**config.mk**
```make
export PLATFORM = sky130hd
export DESIGN_NAME = status_led_notify_sequencer
export DESIGN_NICKNAME = d
export VERILOG_FILES = /design/src/sv/slns_pkg.sv /design/src/sv/status_led_notify_sequencer.sv /design/src/sv/slns_csr.sv /design/src/sv/slns_step.sv
export SDC_FILE = /design/constraint.sdc
export NUM_CORES = 1
export LEC_CHECK = 0
export BUFFER_PORTS_ARGS = -buffer_cell sky130_fd_sc_hd__buf_2
export CAP_MARGIN = 0
export CORE_MARGIN = 2
export CORE_UTILIZATION = 45
export DETAILED_ROUTE_END_ITERATION = 6
export GPL_TIMING_DRIVEN = 1
export PLACE_DENSITY_LB_ADDON = 0.25
export SYNTH_ARGS = -nofsm -noshare
export SYNTH_HDL_FRONTEND = slang
export SYNTH_SLANG_ARGS = --single-unit
```
**constraint.sdc**
```tcl
create_clock -name clock -period 3 [get_ports clock]
set_input_delay 0.6 -clock clock [delete_from_list [all_inputs] [get_ports clock]]
set_output_delay 0.6 -clock clock [all_outputs]
set_load 0.02 [all_outputs]
```
**src/sv/slns_pkg.sv**
```systemverilog
`timescale 1ns / 1ps

package slns_pkg;

   // Field widths of the request, the response and the registers
   localparam int unsigned BAT_W   = 7;
   localparam int unsigned TICK_W  = 16;
   localparam int unsigned LEVEL_W = 8;
   localparam int unsigned PHASE_W = 4;
   localparam int unsigned CSR_IDX_W  = 3;
   localparam int unsigned CSR_DATA_W = 16;
   localparam int unsigned REQ_DATA_W = 16;
   localparam int unsigned RSP_DATA_W = 32;

   // Register indexes of the configuration port
   localparam logic [CSR_IDX_W-1:0] CSR_NOTIFY_ENABLE     = 3'd0;
   localparam logic [CSR_IDX_W-1:0] CSR_GPS_ENABLED       = 3'd1;
   localparam logic [CSR_IDX_W-1:0] CSR_BATTERY_THRESHOLD = 3'd2;
   localparam logic [CSR_IDX_W-1:0] CSR_FLASH_TICKS       = 3'd3;
   localparam logic [CSR_IDX_W-1:0] CSR_PAUSE_TICKS       = 3'd4;
   localparam logic [CSR_IDX_W-1:0] CSR_LOOP_TICKS        = 3'd5;

   // Register values after reset
   localparam logic [BAT_W-1:0]  RST_BATTERY_THRESHOLD = 7'd20;
   localparam logic [TICK_W-1:0] RST_FLASH_TICKS       = 16'd24;
   localparam logic [TICK_W-1:0] RST_PAUSE_TICKS       = 16'd244;
   localparam logic [TICK_W-1:0] RST_LOOP_TICKS        = 16'd976;

   // Phase codes; odd codes and codes above idle are pause phases, which switch the drive off when their wait runs out
   localparam logic [PHASE_W-1:0] PH_BAT  = 4'd0;
   localparam logic [PHASE_W-1:0] PH_GPS  = 4'd2;
   localparam logic [PHASE_W-1:0] PH_LNC  = 4'd4;
   localparam logic [PHASE_W-1:0] PH_LOK  = 4'd6;
   localparam logic [PHASE_W-1:0] PH_IDLE = 4'd8;

   // Drive levels
   localparam logic [LEVEL_W-1:0] LEVEL_OFF  = 8'h00;
   localparam logic [LEVEL_W-1:0] LEVEL_FULL = 8'hFF;
   localparam logic [LEVEL_W-1:0] LEVEL_HALF = 8'h7F;

   typedef struct packed {
      logic              notify_enable;
      logic              gps_enabled;
      logic [BAT_W-1:0]  battery_threshold;
      logic [TICK_W-1:0] flash_ticks;
      logic [TICK_W-1:0] pause_ticks;
      logic [TICK_W-1:0] loop_ticks;
   } cfg_type;

   typedef struct packed {
      logic              link_connected;
      logic              link_ready;
      logic              gps_fix_valid;
      logic [BAT_W-1:0]  battery_percent;
   } tick_type;

   typedef struct packed {
      logic [TICK_W-1:0]  wait_count;
      logic [PHASE_W-1:0] phase;
      logic [LEVEL_W-1:0] red_drive;
      logic [LEVEL_W-1:0] green_drive;
      logic [LEVEL_W-1:0] blue_drive;
   } seq_state_type;

   typedef struct packed {
      logic               led_power;
      logic [LEVEL_W-1:0] blue_level;
      logic [LEVEL_W-1:0] green_level;
      logic [LEVEL_W-1:0] red_level;
   } result_type;

endpackage

```
**src/sv/status_led_notify_sequencer.sv**
```systemverilog
`timescale 1ns / 1ps

// Status LED notification sequencer. Each request is one timer tick carrying the battery
// charge and the GPS and Bluetooth status; each tick gives exactly one response with the
// RGB drive levels and the LED power enable as they stand after that tick. A request is held
// in an input register and the phase logic runs in one pass into the response register; one
// request is taken in every cycle while the response side keeps up. The sequencer state
// advances only when a response is produced. Registers must be written through the csr port
// only while no tick is in flight, which the block does not enforce; with notify_enable
// cleared the ticks report the drive without changing it.
module status_led_notify_sequencer
   import slns_pkg::*;
(
   input  logic                  clock,
   input  logic                  reset,
   // Request channel
   input  logic                  req_tvalid,
   output logic                  req_tready,
   // Fields from bit 0: battery_percent[6:0], gps_fix_valid, link_ready, link_connected
   input  logic [REQ_DATA_W-1:0] req_tdata,
   // Response channel
   output logic                  rsp_tvalid,
   input  logic                  rsp_tready,
   // Fields from bit 0: red_level[7:0], green_level[7:0], blue_level[7:0], led_power
   output logic [RSP_DATA_W-1:0] rsp_tdata,
   // Configuration write port
   input  logic                  csr_we,
   input  logic [CSR_IDX_W-1:0]  csr_index,
   input  logic [CSR_DATA_W-1:0] csr_wdata
);

   localparam int unsigned TICK_BITS = $bits(tick_type);
   localparam int unsigned RES_BITS  = $bits(result_type);

   cfg_type       cfg;
   logic          in_valid_ff;
   tick_type      in_tick_ff;
   logic          out_valid_ff;
   result_type    out_res_ff;
   seq_state_type state_ff;
   seq_state_type state_in;
   result_type    res_in;
   logic          fire;

   slns_csr u_csr (
      .clock     (clock),
      .reset     (reset),
      .csr_we    (csr_we),
      .csr_index (csr_index),
      .csr_wdata (csr_wdata),
      .cfg       (cfg)
   );

   slns_step u_step (
      .cfg  (cfg),
      .tick (in_tick_ff),
      .cur  (state_ff),
      .nxt  (state_in),
      .res  (res_in)
   );

   // A held tick is processed when the response register is free or being emptied.
   assign fire       = in_valid_ff && (!out_valid_ff || rsp_tready);
   assign req_tready = !in_valid_ff || fire;

   // Input register
   always_ff @(posedge clock) begin
      if (reset) begin
         in_valid_ff <= 1'b0;
      end else if (req_tready) begin
         in_valid_ff <= req_tvalid;
      end
   end

   always_ff @(posedge clock) begin
      if (req_tready && req_tvalid) begin
         in_tick_ff <= tick_type'(req_tdata[TICK_BITS-1:0]);
      end
   end

   // Sequencer state
   always_ff @(posedge clock) begin
      if (reset) begin
         state_ff.wait_count  <= '0;
         state_ff.phase       <= PH_IDLE;
         state_ff.red_drive   <= LEVEL_OFF;
         state_ff.green_drive <= LEVEL_OFF;
         state_ff.blue_drive  <= LEVEL_OFF;
      end else if (fire) begin
         state_ff <= state_in;
      end
   end

   // Response register
   always_ff @(posedge clock) begin
      if (reset) begin
         out_valid_ff <= 1'b0;
      end else if (fire) begin
         out_valid_ff <= 1'b1;
      end else if (rsp_tready) begin
         out_valid_ff <= 1'b0;
      end
   end

   always_ff @(posedge clock) begin
      if (fire) begin
         out_res_ff <= res_in;
      end
   end

   assign rsp_tvalid = out_valid_ff;
   assign rsp_tdata  = {{(RSP_DATA_W-RES_BITS){1'b0}}, out_res_ff};

   // The state moves only when a tick is turned into a response.
   assert property (@(posedge clock) disable iff (reset)
      !fire |=> $stable(state_ff))
      else $error("sequencer state changed without a processed tick");

   // A response held back by the consumer is not overwritten.
   assert property (@(posedge clock) disable iff (reset)
      rsp_tvalid && !rsp_tready |-> !fire)
      else $error("response register overwritten while stalled");

   // The power enable follows the levels it reports.
   assert property (@(posedge clock) disable iff (reset)
      rsp_tvalid |-> (out_res_ff.led_power ==
         ((out_res_ff.red_level | out_res_ff.green_level | out_res_ff.blue_level) != '0)))
      else $error("led_power does not match the reported levels");

   // A new response appears only after a processed tick.
   assert property (@(posedge clock) disable iff (reset)
      $rose(out_valid_ff) |-> $past(fire))
      else $error("response valid without a processed tick");

endmodule

```
**src/sv/slns_csr.sv**
```systemverilog
`timescale 1ns / 1ps

module slns_csr
   import slns_pkg::*;
(
   input  logic                  clock,
   input  logic                  reset,
   input  logic                  csr_we,
   input  logic [CSR_IDX_W-1:0]  csr_index,
   input  logic [CSR_DATA_W-1:0] csr_wdata,
   output cfg_type               cfg
);

   cfg_type cfg_ff;
   cfg_type cfg_in;

   // Decode a write into the addressed register; unknown indexes are ignored.
   always_comb begin
      cfg_in = cfg_ff;
      if (csr_we) begin
         case (csr_index)
            CSR_NOTIFY_ENABLE:     cfg_in.notify_enable     = csr_wdata[0];
            CSR_GPS_ENABLED:       cfg_in.gps_enabled       = csr_wdata[0];
            CSR_BATTERY_THRESHOLD: cfg_in.battery_threshold = csr_wdata[BAT_W-1:0];
            CSR_FLASH_TICKS:       cfg_in.flash_ticks       = csr_wdata[TICK_W-1:0];
            CSR_PAUSE_TICKS:       cfg_in.pause_ticks       = csr_wdata[TICK_W-1:0];
            CSR_LOOP_TICKS:        cfg_in.loop_ticks        = csr_wdata[TICK_W-1:0];
            default:               cfg_in = cfg_ff;
         endcase
      end
   end

   always_ff @(posedge clock) begin
      if (reset) begin
         cfg_ff.notify_enable     <= 1'b0;
         cfg_ff.gps_enabled       <= 1'b1;
         cfg_ff.battery_threshold <= RST_BATTERY_THRESHOLD;
         cfg_ff.flash_ticks       <= RST_FLASH_TICKS;
         cfg_ff.pause_ticks       <= RST_PAUSE_TICKS;
         cfg_ff.loop_ticks        <= RST_LOOP_TICKS;
      end else begin
         cfg_ff <= cfg_in;
      end
   end

   assign cfg = cfg_ff;

endmodule

```
**src/sv/slns_step.sv**
```systemverilog
`timescale 1ns / 1ps

module slns_step
   import slns_pkg::*;
(
   input  cfg_type       cfg,
   input  tick_type      tick,
   input  seq_state_type cur,
   output seq_state_type nxt,
   output result_type    res
);

   logic bat_alarm;
   logic gps_alarm;
   logic lnc_alarm;
   logic lok_alarm;
   logic pause_phase;

   // Alarms that apply from the current phase onwards
   assign bat_alarm = (cur.phase == PH_BAT) && (tick.battery_percent < cfg.battery_threshold);
   assign gps_alarm = (cur.phase <= PH_GPS) && cfg.gps_enabled && !tick.gps_fix_valid;
   assign lnc_alarm = (cur.phase <= PH_LNC) && tick.link_ready && !tick.link_connected;
   assign lok_alarm = (cur.phase <= PH_LOK) && tick.link_ready && tick.link_connected;
   assign pause_phase = cur.phase[0] || (cur.phase > PH_IDLE);

   // Enabled tick: count down, run a pause, light the first alarm due, or loop.
   always_comb begin
      nxt = cur;
      if (cfg.notify_enable) begin
         if (cur.wait_count != '0) begin
            nxt.wait_count = cur.wait_count - 1'b1;
         end else if (pause_phase) begin
            nxt.wait_count  = cfg.pause_ticks;
            nxt.phase       = cur.phase + 1'b1;
            nxt.red_drive   = LEVEL_OFF;
            nxt.green_drive = LEVEL_OFF;
            nxt.blue_drive  = LEVEL_OFF;
         end else if (bat_alarm) begin
            nxt.wait_count  = cfg.flash_ticks;
            nxt.phase       = PH_BAT + 1'b1;
            nxt.red_drive   = LEVEL_FULL;
            nxt.green_drive = LEVEL_OFF;
            nxt.blue_drive  = LEVEL_OFF;
         end else if (gps_alarm) begin
            nxt.wait_count  = cfg.flash_ticks;
            nxt.phase       = PH_GPS + 1'b1;
            nxt.red_drive   = LEVEL_FULL;
            nxt.green_drive = LEVEL_FULL;
            nxt.blue_drive  = LEVEL_OFF;
         end else if (lnc_alarm) begin
            nxt.wait_count  = cfg.flash_ticks;
            nxt.phase       = PH_LNC + 1'b1;
            nxt.red_drive   = LEVEL_OFF;
            nxt.green_drive = LEVEL_FULL;
            nxt.blue_drive  = LEVEL_HALF;
         end else if (lok_alarm) begin
            nxt.wait_count  = cfg.flash_ticks;
            nxt.phase       = PH_LOK + 1'b1;
            nxt.red_drive   = LEVEL_OFF;
            nxt.green_drive = LEVEL_OFF;
            nxt.blue_drive  = LEVEL_FULL;
         end else begin
            // Nothing to show: wait the loop time, then start again.
            nxt.wait_count = cfg.loop_ticks;
            nxt.phase      = PH_BAT;
         end
      end
   end

   // The response reports the drive as it stands after this tick.
   assign res.red_level   = nxt.red_drive;
   assign res.green_level = nxt.green_drive;
   assign res.blue_level  = nxt.blue_drive;
   assign res.led_power   = (nxt.red_drive | nxt.green_drive | nxt.blue_drive) != '0;

endmodule
```
==> qor.yml, run 1 <==
logic_synthesis:
  synth_top_area_share_pct: 33.17
  synth_edf_count: 35
  ys_async_sr_fraction_pct: 0
  synthFlopType: "dfxtp_1"
  synth_area_per_cell_um2: 8.767
  synth.area.top_cells: "dfxtp_1 (33%), edfxtp_1 (17%), nand2_1 (11%), a21oi_1 (5.8%), nand3_1 (2.9%)"
  ys_seq_area_share_pct: 50.08
  synth-seq-cells: 138
  yosysWarnings: 0
  synth_cell_type_count: 67
  syn_inst: 709
  synth_top_area_cell: "dfxtp_1"
  synth_area_um2: 6216
cts:
  clk_latency_ns: 0.43
  ctsRootBufferMaster: "clkbuf_16"
  clk_pin_slew_ns: 0.06
  clock_path_buffers: 2
  htree_levels: 4
  clkSinkCount: 138
  cts_tree: "done"
  numCtsBuffers: 17
layout:
  area_growth_pct: 17.79
  drive_above_1_share_pct: 16.22
  n_fill_cell: 1246
  fin_util_pct: 54.86
  multi_input_area_um2: 2826
  regArea_um2: 3113
  fin_cells: 965
  final_nets: 826
  layout_commonest_cell: "nand2_1"
  diodes: 0
  final_cell_mix: "nand2_1 (178), dfxtp_1 (103), a21oi_1 (72)"
  final_cell_area_um2: 7322
setup_path:
  start_kind: "register"
  cp-startpoint: "state_ff[24]"
  r2r_end: "rsp_tdata[24]"
  r2r_slack_ns: 0.39
  cp-endpoint: "rsp_tdata[24]"
  cp.arrival_ns: 2.76
  crit_type: "register to register"
  critPathTopFamily: "simple AND/OR/NAND/NOR gates"
  crit_cells: 9
  path_buf_inv: 2
  cp-end-kind: "register"
  critPathMaxFanout: 6
  path_cells: "inv_1 -> ha_1 -> nand2b_1 -> nor3_1 -> o211ai_1 -> buf_4 -> a311oi_4 -> a31oi_1 -> or4_1"
  cpPeakStageDelay_ns: 0.53
  cp.required_ns: 3.16
  rr_worst_depth: 9
  cp_slowest_cell: "or4_1"
  r2r-start: "state_ff[24]"
placed_design:
  place_congestion: 0.8992
  post-place-cells: 932
  dp_hpwl_um: 10450
  place_area_um2: 6719
  io_buffers: 60
power_and_ir_drop:
  vdd_drop_max_mv: 0.4708
  p_per_area_nw_per_um2: 590.4
  leakage_uw: 0.002991
floorplanning:
  initial_utilization_pct: 46.57
  io_pins: 74
  fp.coreArea_um2: 13350
  dieArea_um2: 14770
  fp.dieW_um: 121.5
  die_height_um: 121.5
  rows: 42
sta:
  drv_slew: 0
  rsz0062_at_grt: "false"
  fin_worst_skew_ns: 0.008092
  worst_pin_slew_ns: 0.7292
  hold_viol_final: 0
  timing.fmax_ghz: 0.3837
  period_minus_slack_ns: 2.606
  setup_tns_ns: 0
  finalSetupViolCount: 0
  relSlewSlack_pct: 51.25
  hold_slack_ns: 0.3490
  finalCritPeriodShare_pct: 86.88
routing:
  wl_um: 15150
  drt_iter0_drc: 391
  drc: 0
  met1_length_um: 6952
  routedWlPerCell_um: 15.70
  met3_length_um: 774
  dr.pass1.iters: 5
  routed.top_layer: "met4"
  drt.antenna.violating_nets: 0
  vias: 5294
  viasPerCell: 5.486
  met2WireLength_um: 7086
grt:
  grt_pass1_wl_um: 24920
  grt_max_degree: 33
  overflow: 0
  antenna_found_initial: 0
  grt_pass1_vias: 5116
  grt_usage_pct: 21.76
hold_path:
  hold_class: "input pin to register"
  holdPathStages: 1
flow_run:
  maxCapViolations: 0
status:
  status: "complete, no violations"
==> logic make-up (layout without fill, tap and decap cells) <==
kind of cell	count (synthesis)	count (layout)	share of synthesized area, %
flops	138	138	50.08
fa+ha+maj	10	10	2.013
compound gates	158	158	16.20
buf+inv	65	139	4.911
mux	7	7	1.127
xor+xnor	1	1	0.1409
other cells	1	7	0.06033
simple gates	329	329	25.46
==> registers in the layout (all words and copies together) (netlist names) <==
signal and count:
u_csr.cfg 57, state_ff 44, rsp_tdata 25, in_tick_ff 10
in_valid_ff 1, rsp_tvalid 1
==> area by class of cell <==
type / count / area share, %
Clock buffer: 22 / 6.476
Clock inverter: 10 / 1.658
Inverter: 23 / 1.179
Multi-Input combinational cell: 512 / 38.60
Sequential cell: 138 / 42.52
Tap cell: 176 / 3.008
Timing Repair Buffer: 84 / 6.562
==> worst min-delay path by stage <==
stage                         end          start  slack (ns)
finish              in_tick_ff[1]   req_tdata[1]        0.35
global route        in_tick_ff[3]   req_tdata[3]        0.33
CTS                 in_tick_ff[1]   req_tdata[1]        0.33
detailed placement  u_csr.cfg[25]  u_csr.cfg[25]        0.45
global placement    u_csr.cfg[34]  u_csr.cfg[34]        0.45
floorplan           u_csr.cfg[47]  u_csr.cfg[47]        0.43
==> synth_stat cells, types with 9 or more instances <==
master	number
ha_1	10
nand2_1	178
a21oi_1	72
edfxtp_1	35
o21ai_0	19
clkbuf_1	30
inv_1	23
and2_1	9
dfxtp_1	103
nor3_1	25
nor2_1	28
nand3_1	36
==> where the power goes <==
group	switching [uW]	internal (uW)
registers	18.7	1950
clock network	766	1360
logic	155	77.5
total	939	3380
==> stage by stage <==
stage	power [uW]	setup slack, ns
floorplan	2157	0.5955
global placement	2232	0.3633
detailed placement	2239	0.2803
CTS	4343	0.2685
global route	4466	0.2507
finish	4323	0.3937
==> metal layers <==
layer | vias to the layer above | track usage, %
met3 | 28 | 5.197
met5 | - | 0
met1 | 2463 | 28.15
met4 | 0 | 9.195
li1 | 2636 | -
met2 | 167 | 35.04
==> repair_timing <==
| item | in CTS | in global routing |
|---|---|---|
| setup endpoints to repair | 0 | 1 |
| setup buffers | 0 | 1 |
| hold buffers | 0 | 0 |
| resized for setup | 0 | 0 |
No activity file was read; power rests on OpenSTA's default activity.
==> run 2: changes to the inputs <==
--- a/config.mk
+++ b/config.mk
@@ -7,11 +7,12 @@
 export LEC_CHECK = 0
 export BUFFER_PORTS_ARGS = -buffer_cell sky130_fd_sc_hd__buf_2
 export CAP_MARGIN = 0
-export CORE_MARGIN = 2
+export CORE_MARGIN = 5
 export CORE_UTILIZATION = 45
 export DETAILED_ROUTE_END_ITERATION = 6
 export GPL_TIMING_DRIVEN = 1
 export PLACE_DENSITY_LB_ADDON = 0.25
 export SYNTH_ARGS = -nofsm -noshare
 export SYNTH_HDL_FRONTEND = slang
+export SYNTH_HIERARCHICAL = 1
 export SYNTH_SLANG_ARGS = --single-unit
==> run 2 against run 1 <==
Against the previous run:
- cell area rose by 13%
- critical endpoint is now state_ff[12]
- first-iteration DRC count decreased by 25%
- clock power down 4%
- count of clock-buffer cells in the layout decreased by 4
- critical path depth down 1
- non-clock buffer count decreased by 8
- combinational power up 33%
==> qor.yml, run 2 <==
cts:
  clkSinkCount: 138  # unchanged
  clk_pin_slew_ns: 0.06  # about the same
  numCtsBuffers: 17  # unchanged
  cts_setup_buffers: 0  # unchanged
  clk_latency_ns: 0.42  # was 0.43 ns
  clock_path_buffers: 2  # unchanged
  htree_levels: 4  # unchanged
  hold_buffers: 0  # unchanged
  cts_tree: "done"  # unchanged
  cts_resized: 0  # unchanged
  ctsRootBufferMaster: "clkbuf_16"  # unchanged
grt:
  grt_max_degree: 70  # was 33
  grt_usage_pct: 16.59  # was 21.76%
  antenna_found_initial: 0  # unchanged
  grt_pass1_wl_um: 26300  # was 24920 um
  overflow: 0  # unchanged
  grt_pass1_vias: 5251  # was 5116
placed_design:
  place_area_um2: 7666  # was 6719 um^2
  dp_hpwl_um: 10810  # was 10450 um
  io_buffers: 60  # unchanged
  place_congestion: 0.8612  # was 0.8992
  pre_cts_ws_ns: 0.2911  # was 0.2803 ns
power_and_ir_drop:
  vdd_drop_max_mv: 0.3613  # was 0.4708 mV
  p_per_area_nw_per_um2: 522.4  # was 590.4 nW/um^2
  power.total_uw: 4306  # was 4323 uW
  leakage_uw: 0.003295  # was 0.002991 uW
setup_path:
  cp.arrival_ns: 3.03  # was 2.76 ns
  cp-end-kind: "register"  # unchanged
  crit_type: "register to register"  # unchanged
  critPathMaxFanout: 10  # was 6
  r2r-start: "state_ff[35]"  # was state_ff[24]
  start_kind: "register"  # unchanged
  cp.required_ns: 3.29  # was 3.16 ns
  cp-startpoint: "state_ff[35]"  # was state_ff[24]
flow_run:
  maxCapViolations: 0  # unchanged
logic_synthesis:
  synth_area_um2: 7468  # was 6216 um^2
  synth.area.top_cells: "dfxtp_1 (28%), mux2i_1 (16%), edfxtp_1 (14%), nand2b_1 (12%), nor2_1 (3.8%)"  # was dfxtp_1 (33%), edfxtp_1 (17%), nand2_1 (11%), a21oi_1 (5.8%), nand3_1 (2.9%)
  synthFlopType: "dfxtp_1"  # unchanged
  yosysWarnings: 6  # was 0
  synth_area_per_cell_um2: 9.827  # was 8.767 um^2
  ys_seq_area_share_pct: 41.68  # was 50.08%
  synth-seq-cells: 138  # unchanged
  synth_edf_count: 35  # unchanged
  ys_async_sr_fraction_pct: 0  # unchanged
  synth_common_cells: "nand2b_1 (146), mux2i_1 (116), dfxtp_1 (103), nor2_1 (76), edfxtp_1 (35)"  # was nand2_1 (178), dfxtp_1 (103), a21oi_1 (72), nand3_1 (36), edfxtp_1 (35)
  synth_top_area_cell: "dfxtp_1"  # unchanged
  synth_top_area_share_pct: 27.61  # was 33.17%
  syn_inst: 760  # was 709
  synth_cell_type_count: 72  # was 67
  post-synth-top-count-cell: "nand2b_1"  # was nand2_1
routing:
  vias: 5283  # was 5294
  drt.antenna.violating_nets: 0  # unchanged
  drc: 0  # unchanged
  dr.pass1.iters: 5  # unchanged
  routedWlPerCell_um: 15.41  # was 15.70 um
  drt_iter0_drc: 293  # was 391
  viasPerCell: 5.174  # was 5.486
  wl_um: 15730  # was 15150 um
layout:
  n_fill_cell: 1515  # was 1246
  final_nets: 838  # was 826
  multi_input_area_um2: 3790  # was 2826 um^2
  area_growth_pct: 10.35  # was 17.79%
  final_cell_mix: "nand2b_1 (146), mux2i_1 (116), dfxtp_1 (103)"  # was nand2_1 (178), dfxtp_1 (103), a21oi_1 (72)
  diodes: 0  # unchanged
  regArea_um2: 3113  # unchanged
  final_cell_area_um2: 8242  # was 7322 um^2
  fin_util_pct: 50.23  # was 54.86%
  layout_commonest_cell: "nand2b_1"  # was nand2_1
  drive_above_1_share_pct: 16.48  # was 16.22%
  largest_register_ffs: 57  # unchanged
hold_path:
  hold_class: "input pin to register"  # unchanged
  min_from: "req_tdata[1]"  # unchanged
sta:
  hold_viol_final: 0  # unchanged
  drv_slew: 0  # unchanged
  setup_ws_ns: 0.2540  # was 0.3937 ns
  worst_pin_slew_ns: 0.9405  # was 0.7292 ns
  setup_tns_ns: 0  # unchanged
  timing.fmax_ghz: 0.3642  # was 0.3837 GHz
  relSlewSlack_pct: 36.76  # was 51.25%
  rsz0062_at_grt: "false"  # unchanged
  fin_worst_skew_ns: 0.007877  # was 0.008092 ns
  finalCritPeriodShare_pct: 91.53  # was 86.88%
  period_minus_slack_ns: 2.746  # was 2.606 ns
  finalSetupViolCount: 0  # unchanged
status:
  status: "complete, no violations"  # unchanged
floorplanning:
  fp.dieW_um: 138.8  # was 121.5 um
  die_height_um: 138.8  # was 121.5 um
  rows: 47  # was 42
  fp.coreArea_um2: 16410  # was 13350 um^2
  dieArea_um2: 19270  # was 14770 um^2
  initial_utilization_pct: 45.52  # was 46.57%
  io_pins: 74  # unchanged
==> run 2: changes by cell type after synthesis, sizes merged, moves of 9 or more <==
cell / before / now
inv: 23 / 14
nor2: 28 / 78
clkbuf: 34 / 18
mux2i: 7 / 116
buf: 8 / 55
nand3: 36 / 9
nand2: 178 / 32
nor3: 27 / 10
nand2b: 6 / 146
a21oi: 72 / 25
==> run 2: worst paths after layout <==
check	slack, ns	end	depth (start not counted)
min reg2reg	0.48	u_csr/cfg[3]	2
max	0.25	state_ff[12]	8
min	0.35	in_tick_ff[1]	1
max reg2reg	0.25	state_ff[12]	8
==> run 2: logic make-up (layout without fill, tap and decap cells) <==
| kind of cell | after synthesis | after routing | share of synthesized area (%) |
|---|---|---|---|
| and+or+nand+nor | 316 | 316 | 24.46 |
| DFF | 138 | 138 | 41.68 |
| muxes | 116 | 116 | 15.55 |
| buffers and inverters | 87 | 122 | 7.874 |
| AOI/OAI and AO/OA | 86 | 86 | 8.008 |
| adders and majority gates | 10 | 10 | 1.675 |
| xor gates and xnor gates | 6 | 6 | 0.7038 |
| other | 1 | 7 | 0.05021 |
==> run 2: cell type report <==
type	instances	share of cell area (%)
Inverter	14	0.6376
Timing Repair Buffer	76	5.283
Multi-Input combinational cell	541	45.98
Sequential cell	138	37.77
Clock buffer	18	5.207
Clock inverter	14	1.776
Tap cell	220	3.340
==> run 2: stage by stage <==
stage | hold WS, ns | instances
3_5_place_dp | 0.4684 | 989
6_report | 0.3539 | 1021
2_1_floorplan | 0.4454 | 766
3_3_place_gp | 0.4591 | 989
5_1_grt | 0.3302 | 1021
4_1_cts | 0.3288 | 1021
==> run 2: critical path: stages (launching register included) <==
cell and delay [ns]:
dfxtp_1 0.36, or4_4 0.59, nor4_4 0.38, and2_1 0.54
o31ai_1 0.35, nand2_1 0.15, nand2_1 0.07, nand2b_1 0.10
mux2i_1 0.07
==> run 2: power by group <==
part	switching, uW	internal, uW
clock network	810	1220
logic	179	129
registers	17.7	1950
==> run 2: per-layer routing <==
metal | up-vias | global-route usage, % | routed length (um)
li1 | 2667 | - | -
met1 | 2473 | 22.01 | 7508
met2 | 123 | 26.41 | 7264
met3 | 20 | 4.414 | 742
met4 | 0 | 5.458 | 216
met5 | - | 0 | 0
==> run 3: changes to the inputs <==
--- a/config.mk
+++ b/config.mk
@@ -12,6 +12,7 @@
 export DETAILED_ROUTE_END_ITERATION = 6
 export GPL_TIMING_DRIVEN = 1
 export PLACE_DENSITY_LB_ADDON = 0.25
+export REMOVE_ABC_BUFFERS = 1
 export SYNTH_ARGS = -nofsm -noshare
 export SYNTH_HDL_FRONTEND = slang
 export SYNTH_HIERARCHICAL = 1
==> constraint.sdc (replaced) <==
create_clock -name clock -period 2.56 [get_ports clock]
set_input_delay 0.512 -clock clock [delete_from_list [all_inputs] [get_ports clock]]
set_output_delay 0.512 -clock clock [all_outputs]
set_load 0.02 [all_outputs]
==> run 3 against run 2 <==
Against the previous run:
- the flow now finishes with violations (DRC)
- maximum frequency increased by 14%
- count of clock-buffer cells in the layout shrank 1
- die area unchanged
- setup slack lost 0.10 ns
- cell area grew 2.7%
- final cell count rose by 1.1%
- sequential share of layout area shrank 1.0 points
- register-to-register slack got worse by 0.10 ns
- combinational power is 21% higher
- sequential cell count did not move
- wire length is 2.0% higher
- worst hold slack got worse by 0.090 ns
- largest power group unchanged
==> qor.yml, run 3 (same netlist as run 2, synthesis figures left out) <==
status:
  status: "complete, but fails checks"  # was complete, no violations
  violations: "DRC"
placed_design:
  post-place-cells: 999  # was 989
  place_area_um2: 7779  # was 7666 um^2
  dp_hpwl_um: 10860  # was 10810 um
  io_buffers: 60  # unchanged
  place_congestion: 0.8845  # was 0.8612
layout:
  area_growth_pct: 13.39  # was 10.35%
  final_nets: 849  # was 838
  diodes: 0  # unchanged
  final_cell_area_um2: 8468  # was 8242 um^2
  fin_cells: 1032  # was 1021
  final_cell_mix: "nand2b_1 (146), mux2i_1 (116), dfxtp_1 (103)"  # unchanged
  layout_commonest_cell: "nand2b_1"  # unchanged
  n_fill_cell: 1486  # was 1515
  drive_above_1_share_pct: 18.35  # was 16.48%
  largest_register_ffs: 57  # unchanged
sta:
  fin_worst_skew_ns: 0.007443  # was 0.007877 ns
  finalCritPeriodShare_pct: 94.04  # was 91.53%
  timing.fmax_ghz: 0.4154  # was 0.3642 GHz
  worst_pin_slew_ns: 0.8051  # was 0.9405 ns
  period_minus_slack_ns: 2.407  # was 2.746 ns
  relSlewSlack_pct: 46.29  # was 36.76%
  hold_viol_final: 0  # unchanged
  finalSetupViolCount: 0  # unchanged
  setup_tns_ns: 0  # unchanged
  drv_slew: 0  # unchanged
floorplanning:
  fp.coreArea_um2: 16410  # unchanged
  io_pins: 74  # unchanged
  initial_utilization_pct: 45.52  # unchanged
  die_height_um: 138.8  # unchanged
  rows: 47  # unchanged
  fp.dieW_um: 138.8  # unchanged
  dieArea_um2: 19270  # unchanged
hold_path:
  hold_class: "input pin to register"  # unchanged
setup_path:
  cp_slowest_cell: "or4_4"  # unchanged
  critPathTopFamily: "simple AND/OR/NAND/NOR gates"  # unchanged
  path_cells: "or4_4 -> nor4_4 -> nand2_1 -> a21oi_4 -> nor2_1 -> nor2_1 -> nand2b_1 -> mux2i_1"  # was or4_4 -> nor4_4 -> and2_1 -> o31ai_1 -> nand2_1 -> nand2_1 -> nand2b_1 -> mux2i_1
  cp-end-kind: "register"  # unchanged
  cp.arrival_ns: 2.76  # was 3.03 ns
  start_kind: "register"  # unchanged
  path_buf_inv: 0  # unchanged
  cpPeakStageDelay_ns: 0.60  # was 0.59 ns
  cpMostUsedCell: "nor2_1"  # was nand2_1
  critPathMaxFanout: 8  # was 10
  cp.required_ns: 2.92  # was 3.29 ns
  crit_type: "register to register"  # unchanged
grt:
  overflow: 0  # unchanged
  grt_pass1_vias: 5427  # was 5251
  grt_pass1_wl_um: 26580  # was 26300 um
  grt_max_degree: 97  # was 70
  antenna_found_initial: 0  # unchanged
  grt_usage_pct: 16.81  # was 16.59%
power_and_ir_drop:
  vdd_drop_max_mv: 0.7402  # was 0.3613 mV
  p_per_area_nw_per_um2: 633.0  # was 522.4 nW/um^2
  leakage_uw: 0.003407  # was 0.003295 uW
cts:
  clkSinkCount: 138  # unchanged
  clk_pin_slew_ns: 0.06  # about the same
  hold_buffers: 0  # unchanged
  cts_tree: "done"  # unchanged
  numCtsBuffers: 17  # unchanged
  clock_path_buffers: 2  # unchanged
  htree_levels: 4  # unchanged
  clk_latency_ns: 0.43  # was 0.42 ns
  ctsRootBufferMaster: "clkbuf_16"  # unchanged
routing:
  drt_iter0_drc: 295  # was 293
  routedWlPerCell_um: 15.55  # was 15.41 um
  vias: 5412  # was 5283
  wl_um: 16050  # was 15730 um
  drt.antenna.violating_nets: 0  # unchanged
  drc: 1  # was 0
  viasPerCell: 5.244  # was 5.174
  dr.pass1.iters: 7  # was 5
flow_run:
  maxCapViolations: 0  # unchanged
==> run 3: layer usage <==
metal	vias to the layer above	wire, um	track usage [%]
met5	-	0	0
met4	0	285	6.591
met3	24	697	3.621
met2	123	7654	27.59
met1	2578	7412	21.71
li1	2687	-	-
==> run 3: repair_timing <==
action,CTS,global route
pin swaps,0,1
endpoints found under the setup margin,8,44
gates cloned,0,0
gates resized for setup,1,6
buffers inserted,0,1
==> run 3: path summary, 6_finish.rpt <==
| kind | from | endpoint | slack [ns] | cells past startpoint |
|---|---|---|---|---|
| min reg2reg | u_csr/cfg[28] | u_csr/cfg[28] | 0.48 | 2 |
| min | req_tdata[7] | in_tick_ff[7] | 0.26 | 1 |
| max reg2reg | state_ff[35] | state_ff[17] | 0.15 | 8 |
| max | state_ff[35] | state_ff[17] | 0.15 | 8 |
==> run 3: through the flow <==
| step | worst slack, ns | utilization (%) | total power, uW | hold slack (ns) |
|---|---|---|---|---|
| after CTS | 0.07092 | 51.38 | 5405 | 0.2466 |
| after detailed placement | -0.08320 | 47.41 | 2718 | 0.4665 |
| final | 0.1526 | 51.61 | 5361 | 0.2643 |
| after floorplan | 0.1677 | - | 2569 | 0.4446 |
| after global routing | -0.01830 | 51.61 | 5534 | 0.2438 |
| after global placement | -0.002331 | 47.41 | 2708 | 0.4594 |
==> run 3: final cells by class <==
type | instances | area [um^2] | share of cell area [%]
clock inverters | 15 | 221.5 | 2.615
clock buffers | 17 | 425.4 | 5.024
flip-flops and latches | 138 | 3113 | 36.76
well taps | 220 | 275.3 | 3.251
repair buffers | 87 | 555.5 | 6.560
inverters | 14 | 52.55 | 0.6206
multi-input cells | 541 | 3825 | 45.17
==> run 3: worst reg2reg max path, delay by kind of cell (launching register included) <==
kind,cells,cell delay [ns]
compound gates,1,0.35
flops,1,0.36
mux,1,0.12
simple gates,6,1.51
==> run 3: power by group <==
part / internal [uW] / switching, uW / leakage [uW]
combinational: 161 / 211 / 0.00192
clock: 1730 / 958 / 0.000317
sequential: 2280 / 20.9 / 0.00117
total: 4170 / 1190 / 0.00341
